$ cat src/rtl/rcpd_pkg.sv
package rcpd_pkg;

    localparam int PKT_W      = 42;
    localparam int DIG_N      = 9;
    localparam int SEQ_N      = 18;
    localparam int ACC_W      = 29;
    localparam int ROLL_W     = 28;
    localparam int FIX_W      = 20;
    localparam int STATUS_W   = 4;

    // status codes
    localparam logic [STATUS_W-1:0] ST_STORED   = 4'd0;
    localparam logic [STATUS_W-1:0] ST_DECODED  = 4'd1;
    localparam logic [STATUS_W-1:0] ST_ID       = 4'd2;
    localparam logic [STATUS_W-1:0] ST_REPEAT   = 4'd3;
    localparam logic [STATUS_W-1:0] ST_ORDER    = 4'd4;
    localparam logic [STATUS_W-1:0] ST_BAD_INV  = 4'd5;
    localparam logic [STATUS_W-1:0] ST_BAD_ORD  = 4'd6;
    localparam logic [STATUS_W-1:0] ST_DIGIT3   = 4'd7;
    localparam logic [STATUS_W-1:0] ST_OVERFLOW = 4'd8;

    // one queued result: either a ready status or a pair to decode
    typedef struct packed {
        logic                dec;
        logic [STATUS_W-1:0] status;
        logic [PKT_W-1:0]    pk0;
        logic [PKT_W-1:0]    pk1;
    } t_job;

    typedef struct packed {
        logic [STATUS_W-1:0] err;
        logic [2*DIG_N-1:0]  dig;
        logic [FIX_W-1:0]    fix;
    } t_half;

    // invert nibble -> {valid, word invert mask}
    function automatic logic [3:0] inv_lookup(input logic [3:0] nib);
        logic [3:0] r;
        case (nib)
            4'd0:    r = {1'b1, 3'd3};
            4'd1:    r = {1'b1, 3'd2};
            4'd2:    r = {1'b1, 3'd4};
            4'd4:    r = {1'b1, 3'd7};
            4'd5:    r = {1'b1, 3'd5};
            4'd6:    r = {1'b1, 3'd6};
            4'd8:    r = {1'b1, 3'd1};
            4'd9:    r = {1'b1, 3'd0};
            4'd10:   r = {1'b1, 3'd5};
            default: r = 4'd0;
        endcase
        return r;
    endfunction

    // order nibble -> {valid, dst of word2, dst of word1, dst of word0}
    function automatic logic [6:0] ord_lookup(input logic [3:0] nib);
        logic [6:0] r;
        case (nib)
            4'd0:    r = {1'b1, 2'd1, 2'd2, 2'd0};
            4'd1:    r = {1'b1, 2'd1, 2'd0, 2'd2};
            4'd2:    r = {1'b1, 2'd2, 2'd1, 2'd0};
            4'd4:    r = {1'b1, 2'd0, 2'd2, 2'd1};
            4'd5:    r = {1'b1, 2'd2, 2'd0, 2'd1};
            4'd6:    r = {1'b1, 2'd0, 2'd1, 2'd2};
            4'd8:    r = {1'b1, 2'd0, 2'd2, 2'd1};
            4'd9:    r = {1'b1, 2'd0, 2'd1, 2'd2};
            4'd10:   r = {1'b1, 2'd2, 2'd1, 2'd0};
            default: r = 7'd0;
        endcase
        return r;
    endfunction

    // deinterleave, invert, reorder and pull the nine digits of one half
    function automatic t_half decode_half(input logic [PKT_W-1:0] pk);
        t_half      h;
        logic [9:0] w [3];
        logic [9:0] part [3];
        logic [7:0] hdr;
        logic [3:0] inv;
        logic [6:0] ord;
        logic       has3;
        hdr  = pk[37:30];
        inv  = inv_lookup(hdr[3:0]);
        ord  = ord_lookup(hdr[7:4]);
        has3 = 1'b0;
        for (int i = 0; i < 10; i++) begin
            w[2][i] = pk[3*i];
            w[1][i] = pk[3*i+1];
            w[0][i] = pk[3*i+2];
        end
        for (int i = 0; i < 3; i++) begin
            if (inv[i]) begin
                w[i] = ~w[i];
            end
        end
        for (int k = 0; k < 3; k++) begin
            part[k] = 10'd0;
        end
        for (int i = 0; i < 3; i++) begin
            for (int k = 0; k < 3; k++) begin
                if (ord[2*i+:2] == 2'(k)) begin
                    part[k] = w[i];
                end
            end
        end
        for (int i = 0; i < 4; i++) begin
            h.dig[2*i+:2] = hdr[6-2*i+:2];
        end
        for (int i = 0; i < 5; i++) begin
            h.dig[2*(4+i)+:2] = part[2][8-2*i+:2];
        end
        for (int i = 0; i < DIG_N; i++) begin
            if (h.dig[2*i+:2] == 2'd3) begin
                has3 = 1'b1;
            end
        end
        h.fix = {part[0], part[1]};
        if (!inv[3]) begin
            h.err = ST_BAD_INV;
        end else if (!ord[6]) begin
            h.err = ST_BAD_ORD;
        end else if (has3) begin
            h.err = ST_DIGIT3;
        end else begin
            h.err = ST_STORED;
        end
        return h;
    endfunction

endpackage

$ cat src/rtl/rolling_code_packet_pair_decoder_top.sv
// rolling code packet pair decoder
//
// input stream: one demodulated 42-bit packet per transaction on the s_axis
// group. a packet with type zero is a first half and is held; a packet with
// nonzero type is a second half. every packet gives exactly one result.
// output stream: one result per transaction on the m_axis group, status on
// tuser, fixed code, button, rolling count and packed value on tdata.
// a status-only result (half stored, id, repeat, wrong order, or a
// table/digit error) passes through the job queue into the output
// register. a decoded pair stays in the back end while the rolling count is
// built one ternary digit per cycle by a multiply-by-three accumulator;
// the back end takes no new job until that pair's result is loaded.
// the front end keeps taking packets while the 2-entry job queue has room.
// reset: synchronous, active low; clears the pairing state, the queue and
// the output valid.
// stall: a held result stays on the output until taken; the queue fills and
// then s_axis tready drops.
module rolling_code_packet_pair_decoder_top (
    input  logic         i_clk,
    input  logic         i_rst_n,
    input  logic         i_s_axis_tvalid,
    output logic         o_s_axis_tready,
    input  logic [47:0]  i_s_axis_tdata,    // [41:0] packet, rest zero
    output logic         o_m_axis_tvalid,
    input  logic         i_m_axis_tready,
    output logic [119:0] o_m_axis_tdata,    // [39:0] fixed_code, [47:40] button,
                                            // [75:48] rolling, [115:76] packed_value
    output logic [3:0]   o_m_axis_tuser     // [3:0] status
);
    import rcpd_pkg::*;

    t_job                job_in;
    t_job                job_head;
    logic                push;
    logic                pop;
    logic                q_full;
    logic                q_valid;
    logic [STATUS_W-1:0] status;
    logic [39:0]         fixed_code;
    logic [7:0]          button;
    logic [ROLL_W-1:0]   rolling;
    logic [39:0]         packed_value;

    // front end: classify each packet and update the pairing state
    rcpd_front u_front (
        .i_clk    (i_clk),
        .i_rst_n  (i_rst_n),
        .i_valid  (i_s_axis_tvalid),
        .i_packet (i_s_axis_tdata[PKT_W-1:0]),
        .i_q_full (q_full),
        .o_ready  (o_s_axis_tready),
        .o_push   (push),
        .o_job    (job_in)
    );

    // short job queue decoupling classification from decode
    rcpd_queue u_queue (
        .i_clk   (i_clk),
        .i_rst_n (i_rst_n),
        .i_push  (push),
        .i_job   (job_in),
        .i_pop   (pop),
        .o_full  (q_full),
        .o_valid (q_valid),
        .o_job   (job_head)
    );

    // back end: pair decode, rolling count accumulation, output register
    rcpd_back u_back (
        .i_clk          (i_clk),
        .i_rst_n        (i_rst_n),
        .i_job_valid    (q_valid),
        .i_job          (job_head),
        .o_pop          (pop),
        .o_valid        (o_m_axis_tvalid),
        .i_ready        (i_m_axis_tready),
        .o_status       (status),
        .o_fixed_code   (fixed_code),
        .o_button       (button),
        .o_rolling      (rolling),
        .o_packed_value (packed_value)
    );

    assign o_m_axis_tuser = status;
    assign o_m_axis_tdata = {4'd0, packed_value, rolling, button, fixed_code};

endmodule

$ cat src/rtl/rcpd_front.sv
module rcpd_front (
    input  logic                   i_clk,
    input  logic                   i_rst_n,
    input  logic                   i_valid,
    input  logic [rcpd_pkg::PKT_W-1:0] i_packet,
    input  logic                   i_q_full,
    output logic                   o_ready,
    output logic                   o_push,
    output rcpd_pkg::t_job         o_job
);
    import rcpd_pkg::*;

    logic [PKT_W-1:0] r_first;
    logic [1:0]       r_seen;
    logic [PKT_W-1:0] n_first;
    logic [1:0]       n_seen;
    logic [1:0]       half_bit;
    logic [1:0]       merged;

    assign o_ready = !i_q_full;
    assign o_push  = i_valid && !i_q_full;

    always_comb begin
        half_bit    = (i_packet[41:40] != 2'd0) ? 2'b10 : 2'b01;
        merged      = r_seen | half_bit;
        n_first     = r_first;
        n_seen      = r_seen;
        o_job.dec    = 1'b0;
        o_job.status = ST_STORED;
        o_job.pk0    = r_first;
        o_job.pk1    = i_packet;
        if (i_packet[39:38] != 2'd0) begin
            n_seen       = 2'b00;
            o_job.status = ST_ID;
        end else if ((r_seen & half_bit) != 2'b00) begin
            n_seen       = 2'b00;
            o_job.status = ST_REPEAT;
        end else begin
            if (half_bit[0]) begin
                n_first = i_packet;
            end
            if (merged != 2'b11) begin
                n_seen       = merged;
                o_job.status = ST_STORED;
            end else if (half_bit[0]) begin
                // second half came first: restart with this packet
                n_seen       = 2'b01;
                o_job.status = ST_ORDER;
            end else begin
                n_seen    = 2'b00;
                o_job.dec = 1'b1;
            end
        end
    end

    always_ff @(posedge i_clk) begin
        if (!i_rst_n) begin
            r_first <= '0;
            r_seen  <= 2'b00;
        end else if (o_push) begin
            r_first <= n_first;
            r_seen  <= n_seen;
        end
    end

endmodule

$ cat src/rtl/rcpd_queue.sv
module rcpd_queue (
    input  logic           i_clk,
    input  logic           i_rst_n,
    input  logic           i_push,
    input  rcpd_pkg::t_job i_job,
    input  logic           i_pop,
    output logic           o_full,
    output logic           o_valid,
    output rcpd_pkg::t_job o_job
);
    import rcpd_pkg::*;

    // two entries, head always in slot 0
    t_job       r_ent [2];
    logic [1:0] r_cnt;

    assign o_full  = r_cnt[1];
    assign o_valid = r_cnt != 2'd0;
    assign o_job   = r_ent[0];

    always_ff @(posedge i_clk) begin
        if (!i_rst_n) begin
            r_cnt <= 2'd0;
        end else begin
            if (i_push && i_pop) begin
                if (r_cnt == 2'd1) begin
                    r_ent[0] <= i_job;
                end else begin
                    r_ent[0] <= r_ent[1];
                    r_ent[1] <= i_job;
                end
            end else if (i_push) begin
                r_ent[r_cnt[0]] <= i_job;
                r_cnt           <= r_cnt + 2'd1;
            end else if (i_pop) begin
                r_ent[0] <= r_ent[1];
                r_cnt    <= r_cnt - 2'd1;
            end
        end
    end

endmodule

$ cat src/rtl/rcpd_back.sv
module rcpd_back (
    input  logic                          i_clk,
    input  logic                          i_rst_n,
    input  logic                          i_job_valid,
    input  rcpd_pkg::t_job                i_job,
    output logic                          o_pop,
    output logic                          o_valid,
    input  logic                          i_ready,
    output logic [rcpd_pkg::STATUS_W-1:0] o_status,
    output logic [39:0]                   o_fixed_code,
    output logic [7:0]                    o_button,
    output logic [rcpd_pkg::ROLL_W-1:0]   o_rolling,
    output logic [39:0]                   o_packed_value
);
    import rcpd_pkg::*;

    typedef enum logic [1:0] {
        S_IDLE,
        S_ACC,
        S_DONE
    } t_state;

    t_state              r_state;
    logic [2*SEQ_N-1:0]  r_seq;
    logic [ACC_W-1:0]    r_acc;
    logic [4:0]          r_cnt;
    logic [FIX_W-1:0]    r_f0;
    logic [FIX_W-1:0]    r_f1;

    t_half               h0;
    t_half               h1;
    logic [STATUS_W-1:0] pair_err;
    logic [2*SEQ_N-1:0]  seq;
    logic                out_free;
    logic                out_load;
    logic [ROLL_W-1:0]   rev;
    logic [39:0]         pv;

    assign out_free = !o_valid || i_ready;
    assign o_pop    = (r_state == S_IDLE) && i_job_valid && out_free;
    // a new result enters the output register this cycle
    assign out_load = (o_pop && (!i_job.dec || pair_err != ST_STORED))
                    || ((r_state == S_DONE) && out_free);

    always_comb begin
        h0       = decode_half(i_job.pk0);
        h1       = decode_half(i_job.pk1);
        pair_err = (h0.err != ST_STORED) ? h0.err : h1.err;
        // most significant digit first
        seq = {h1.dig[17:16], h0.dig[17:16],
               h1.dig[9:8], h1.dig[11:10], h1.dig[13:12], h1.dig[15:14],
               h0.dig[9:8], h0.dig[11:10], h0.dig[13:12], h0.dig[15:14],
               h1.dig[1:0], h1.dig[3:2], h1.dig[5:4], h1.dig[7:6],
               h0.dig[1:0], h0.dig[3:2], h0.dig[5:4], h0.dig[7:6]};
    end

    always_comb begin
        for (int i = 0; i < ROLL_W; i++) begin
            rev[ROLL_W-1-i] = r_acc[i];
        end
        pv = ({r_f0[7:0], 32'd0})
           ^ ({8'd0, r_f0[15:8], 24'd0})
           ^ ({20'd0, r_f0[19:16], 16'd0})
           ^ ({20'd0, r_f1[7:0], 12'd0})
           ^ ({28'd0, r_f1[15:8], 4'd0});
    end

    always_ff @(posedge i_clk) begin
        if (!i_rst_n) begin
            r_state <= S_IDLE;
            o_valid <= 1'b0;
        end else begin
            if (out_load) begin
                o_valid <= 1'b1;
            end else if (o_valid && i_ready) begin
                o_valid <= 1'b0;
            end
            case (r_state)
                S_IDLE: begin
                    if (o_pop) begin
                        if (!i_job.dec || pair_err != ST_STORED) begin
                            o_status       <= i_job.dec ? pair_err : i_job.status;
                            o_fixed_code   <= '0;
                            o_button       <= '0;
                            o_rolling      <= '0;
                            o_packed_value <= '0;
                        end else begin
                            r_seq   <= seq;
                            r_f0    <= h0.fix;
                            r_f1    <= h1.fix;
                            r_acc   <= '0;
                            r_cnt   <= '0;
                            r_state <= S_ACC;
                        end
                    end
                end
                S_ACC: begin
                    // acc = acc * 3 + next digit
                    r_acc <= {r_acc[ACC_W-2:0], 1'b0} + r_acc
                           + {{(ACC_W-2){1'b0}}, r_seq[2*SEQ_N-1 -: 2]};
                    r_seq <= {r_seq[2*SEQ_N-3:0], 2'b00};
                    r_cnt <= r_cnt + 5'd1;
                    if (r_cnt == 5'(SEQ_N - 1)) begin
                        r_state <= S_DONE;
                    end
                end
                S_DONE: begin
                    if (out_free) begin
                        r_state <= S_IDLE;
                        if (r_acc[ACC_W-1]) begin
                            o_status       <= ST_OVERFLOW;
                            o_fixed_code   <= '0;
                            o_button       <= '0;
                            o_rolling      <= '0;
                            o_packed_value <= '0;
                        end else begin
                            o_status       <= ST_DECODED;
                            o_fixed_code   <= {r_f0, r_f1};
                            o_button       <= r_f0[19:12];
                            o_rolling      <= rev;
                            o_packed_value <= pv;
                        end
                    end
                end
                default: begin
                    r_state <= S_IDLE;
                end
            endcase
        end
    end

endmodule

$ cat config.mk
export PLATFORM = sky130hd
export DESIGN_NAME = rolling_code_packet_pair_decoder_top
export DESIGN_NICKNAME = d
export VERILOG_FILES = /design/src/rtl/rcpd_pkg.sv /design/src/rtl/rolling_code_packet_pair_decoder_top.sv /design/src/rtl/rcpd_front.sv /design/src/rtl/rcpd_queue.sv /design/src/rtl/rcpd_back.sv
export SDC_FILE = /design/constraint.sdc
export NUM_CORES = 1
export LEC_CHECK = 0
export ABC_AREA = 1
export BUFFER_PORTS_ARGS = -buffer_cell sky130_fd_sc_hd__buf_2
export CAP_MARGIN = 15
export CORE_MARGIN = 3
export CORE_UTILIZATION = 40
export CTS_BUF_LIST = sky130_fd_sc_hd__clkbuf_8 sky130_fd_sc_hd__clkbuf_16
export CTS_CLUSTER_SIZE = 20
export DETAILED_ROUTE_END_ITERATION = 6
export PLACE_DENSITY = 0.67
export SLEW_MARGIN = 20
export SYNTH_ARGS = -nofsm -noshare
export SYNTH_HDL_FRONTEND = slang
export SYNTH_SLANG_ARGS = --single-unit
$ cat constraint.sdc
create_clock -name i_clk -period 13.25 [get_ports i_clk]
set_input_delay 1.325 -clock i_clk [delete_from_list [all_inputs] [get_ports i_clk]]
set_output_delay 1.325 -clock i_clk [all_outputs]
set_load 0.02 [all_outputs]
==> out/qor_table.md <==
| Parameter | Reported |
|---|---|
| Commonest cells after routing, fill and taps aside | sky130_fd_sc_hd__nor2_1 (480), sky130_fd_sc_hd__edfxtp_1 (348), sky130_fd_sc_hd__nand2_1 (312), sky130_fd_sc_hd__inv_1 (211), sky130_fd_sc_hd__o21ai_0 (186) |
| Remaining antenna violation count | 0 |
| Highest metal used | met4 |
| Clock latency at the later pin of the worst-skew pair | 0.59 ns |
| TritonCTS clock tree | yes |
| Mean instance size in the synthesized netlist | 9.123 um^2 |
| Data arrival time of the critical path | 5.50 ns |
| Worst-margin pin slew | 1.082 ns |
| Post-synthesis cell count | 2280 |
| Crit-path slowest cell | sky130_fd_sc_hd__buf_4 |
| Fin. Hold Viols | 0 |
| Fraction of layout cells with a size suffix above 1 | 0.1176 |
| Worst slew slack as a fraction of its limit | 0.2787 |
| IO Pins | 178 |
| Number of core rows | 82 |
| Synthesis-to-finish area growth | 10.54% |
| Post-route minimum period | 5.129 ns |
| Setup violations, final | 0 |
| Register bit total from synthesis | 393 |
| RSZ-0062 raised after global routing | no |
| Metal1 wirelength | 24060 um |
| Post_cts resized | 0 |
| Vias in the first global route | 14904 |
| Share of flip-flops with an asynchronous set or reset after synthesis | 0 |
| Number of buffers added by the clock tree synthesis step | 42 |
| Number of distinct library cell variants in the gate-level netlist after synthesis | 53 |
| Setup Crit Path Kind | input pin to flop |
| Post-place instance area | 21620 um^2 |
| Number of H-tree levels | 2 |
| Met3 wire length | 3660 um |
| Amount of wire on met2 after detailed routing | 24050 um |
| # Max-Cap Violations | 0 |
| Average via count per standard cell | 5.279 |
| Critical path required time | 13.62 ns |
| Peak clock frequency supported by timing | 195.0 MHz |
| Number of buffers added for setup after CTS | 0 |
| Via Count | 15800 |
| Combined global-route utilization of all metal layers | 0.1900 |
| Hpwl dp | 35890 um |
| Core area | 50790 um^2 |
| Chip width | 234.0 um |
| ANT cells | 0 |
| Setup TNS | 0 ns |
| Detailed Route Iter0 Violations | 1368 |
| Number of slew-limit violations in the final report | 0 |
| Most common library cell in the layout ignoring fill and taps | sky130_fd_sc_hd__nor2_1 |
| First-pass GRT wire length | 82650 um |
| Initial antenna violation count | 0 |
| DR WL/cell | 17.62 um |
| Port Buffers | 159 |
| DRC violations left | 0 |
| Cell occurring most often along the worst timing path | sky130_fd_sc_hd__buf_4 |
| CP Cell Sequence | buf_2, nor2_1, nor4_1, ha_1, nand2_2, buf_4, inv_2, buf_4, a31oi_4, buf_4, buf_4, o21ai_0, o32ai_1 |
| Power share of the combinational group | 0.392 |
| Number of enable flip-flop cells after synthesis | 348 |
| Crit Path Max Fanout | 104 |
| Post-route clock period utilization | 0.3871 |
| Starting density of the core | 0.4096 |
| Max incr delay on CP | 0.80 ns |
| Prevailing post-synth register cell | sky130_fd_sc_hd__edfxtp_1 |
| Summed instance area of the synthesized netlist | 20800 um^2 |
| Pin count of the biggest net entering global routing | 105 |
| Max Root-Sink Buffers | 3 |
| IR Drop Worst-Case VDD | 0.1188 mV |
| Crit path launch type | input pin |
| Hold Path Class | flop to flop |
| Final #Nets | 2410 |
| DIE HEIGHT | 234.0 um |
| Root buffer cell | sky130_fd_sc_hd__clkbuf_16 |
| Yosys warning count | 0 |
| Reported leakage power | 9.156 nW |
| Clock Sinks | 393 |
| Run status | completed |
| Cts hold-fix bufs | 0 |
| Switching share of power | 0.4143 |
| Length of the first detailed-routing pass in iterations | 6 |
| Portion of total power attributed to the clock network | 0.226 |
| Clock transition time at the flip-flop clock pins of the worst setup and hold paths | 0.06 ns |
| Residual overflow from global routing | 0 |
| Crit path capture type | flop |
| Power density over cell area | 221.5 nW/um^2 |
| RePlAce Congestion | 0.9018 |
| Sequential cell area fraction in the yosys report | 0.5457 |
| Sequential share of power | 0.383 |
| Floorplan die area | 54770 um^2 |
| Routed wire length | 52740 um |
| Internal power component | 2.984 mW |
| Final clock skew | 0.02636 ns |
| Total non-filler cell area in the finished layout | 22990 um^2 |
| Net load switching power | 2.110 mW |
[layout make-up]
cell class                 instances  area, um^2
multi-input combinational       1467        7741
tap                              672       840.8
clock inverter                    36       310.3
inverter                         208       780.7
sequential                       393       11350
clock buffer                      42        1051
timing repair buffer             175       919.6
fill                            4867       27790
[synth_stat cells, types with 2 or more instances]
cell type / instances / area share
sky130_fd_sc_hd__nor2_1: 483 / 0.087
sky130_fd_sc_hd__a21o_1: 3 / 0.0011
sky130_fd_sc_hd__o221ai_1: 10 / 0.0042
sky130_fd_sc_hd__edfxtp_1: 348 / 0.50
sky130_fd_sc_hd__o21ai_1: 8 / 0.0019
sky130_fd_sc_hd__clkbuf_1: 157 / 0.028
sky130_fd_sc_hd__o32ai_1: 78 / 0.033
sky130_fd_sc_hd__xnor2_1: 21 / 0.0088
sky130_fd_sc_hd__buf_2: 12 / 0.0029
sky130_fd_sc_hd__buf_1: 2 / 0.00036
sky130_fd_sc_hd__a211oi_1: 2 / 0.00072
sky130_fd_sc_hd__xor2_1: 14 / 0.0059
sky130_fd_sc_hd__fa_1: 2 / 0.0019
sky130_fd_sc_hd__xnor2_2: 2 / 0.0016
sky130_fd_sc_hd__a21boi_0: 2 / 0.00072
sky130_fd_sc_hd__o21bai_1: 4 / 0.0014
sky130_fd_sc_hd__nand2_2: 5 / 0.0015
sky130_fd_sc_hd__nand2_4: 2 / 0.0011
sky130_fd_sc_hd__nand2_1: 315 / 0.057
sky130_fd_sc_hd__a22oi_1: 4 / 0.0014
sky130_fd_sc_hd__dfxtp_1: 45 / 0.043
sky130_fd_sc_hd__a221oi_1: 7 / 0.0029
sky130_fd_sc_hd__nor2_4: 3 / 0.0016
sky130_fd_sc_hd__o211ai_1: 8 / 0.0029
sky130_fd_sc_hd__nand3_2: 2 / 0.00096
sky130_fd_sc_hd__a31oi_1: 10 / 0.0030
sky130_fd_sc_hd__nor4_1: 4 / 0.0012
sky130_fd_sc_hd__ha_1: 69 / 0.042
sky130_fd_sc_hd__buf_4: 51 / 0.018
sky130_fd_sc_hd__inv_1: 196 / 0.035
sky130_fd_sc_hd__nor3_1: 14 / 0.0034
sky130_fd_sc_hd__o21ai_0: 186 / 0.045
sky130_fd_sc_hd__nand4_1: 33 / 0.0099
sky130_fd_sc_hd__a21oi_1: 89 / 0.021
sky130_fd_sc_hd__clkinv_1: 3 / 0.00054
sky130_fd_sc_hd__o21ai_2: 2 / 0.00084
sky130_fd_sc_hd__nand3_1: 50 / 0.012
sky130_fd_sc_hd__inv_2: 9 / 0.0016
sky130_fd_sc_hd__o22ai_1: 2 / 0.00060
sky130_fd_sc_hd__o21a_1: 9 / 0.0032
sky130_fd_sc_hd__nand3_4: 2 / 0.0017
[flip-flops by register name, summed over array words and instances, names as in the netlist, 5 cells and up]
register	count
u_back.r_cnt	5
u_queue.r_ent	162
u_front.r_first	38
u_back.o_rolling	28
u_back.o_packed_value	31
u_back.r_f1	20
u_back.r_f0	20
u_back.r_seq	36
u_back.o_fixed_code	12
u_back.r_acc	29
[path summary, 6_finish.rpt]
path / startpoint / to / slack [ns] / depth (start not counted)
hold / removal: u_front.r_first[35] / u_queue.r_ent[1][77] / 0.47 / 0
setup / recovery: i_m_axis_tready / u_queue.r_ent[0][26] / 8.12 / 13
hold reg to reg: u_front.r_first[35] / u_queue.r_ent[1][77] / 0.47 / 0
setup reg to reg: u_queue.r_ent[0][76] / u_back.o_packed_value[11] / 8.39 / 16
[critical path: cells and delay by family]
kind	cells	cell delay, ns
adder cells (fa/ha/maj)	1	0.23
AO/OA/AOI/OAI	3	0.73
AND/OR/NAND/NOR	3	0.44
buffers and inverters	6	2.65
[metal layers]
layer / global-route usage / vias to the layer above
met5: 0 / -
met4: 0.04801 / 0
met3: 0.03000 / 76
met2: 0.2975 / 569
met1: 0.2760 / 7472
li1: - / 7683
[stage by stage]
step / power (mW) / hold slack, ns / setup WS (ns) / utilization / instances
2_1_floorplan: 3.346 / 0.4588 / 7.025 / - / 2292
3_3_place_gp: 3.919 / 0.4663 / 7.652 / 0.4256 / 2915
3_5_place_dp: 3.957 / 0.4672 / 7.550 / 0.4257 / 2915
4_1_cts: 5.119 / 0.4687 / 8.165 / 0.4525 / 2993
5_1_grt: 5.425 / 0.4778 / 7.720 / 0.4528 / 2993
6_report: 5.094 / 0.4735 / 8.121 / 0.4528 / 2993
[cell families (layout without fill, tap and decap cells)]
family	after synthesis	after routing	share of synthesized area
buf+inv	432	461	0.08902
other cells	1	13	0.0001803
simple gates	919	919	0.1795
compound gates	426	426	0.1251
xor+xnor	38	38	0.01708
fa+ha+maj	71	71	0.04343
flops	393	393	0.5457
[power groups by stage]
stage	logic, mW	registers, mW	clock network (mW)
2_1_floorplan	1.35	1.99	0
3_3_place_gp	1.95	1.96	0
3_5_place_dp	1.98	1.97	0
4_1_cts	1.99	1.95	1.18
5_1_grt	2.22	1.97	1.23
6_report	2.00	1.95	1.15
Note: power is estimated with default switching activity, not from simulation.
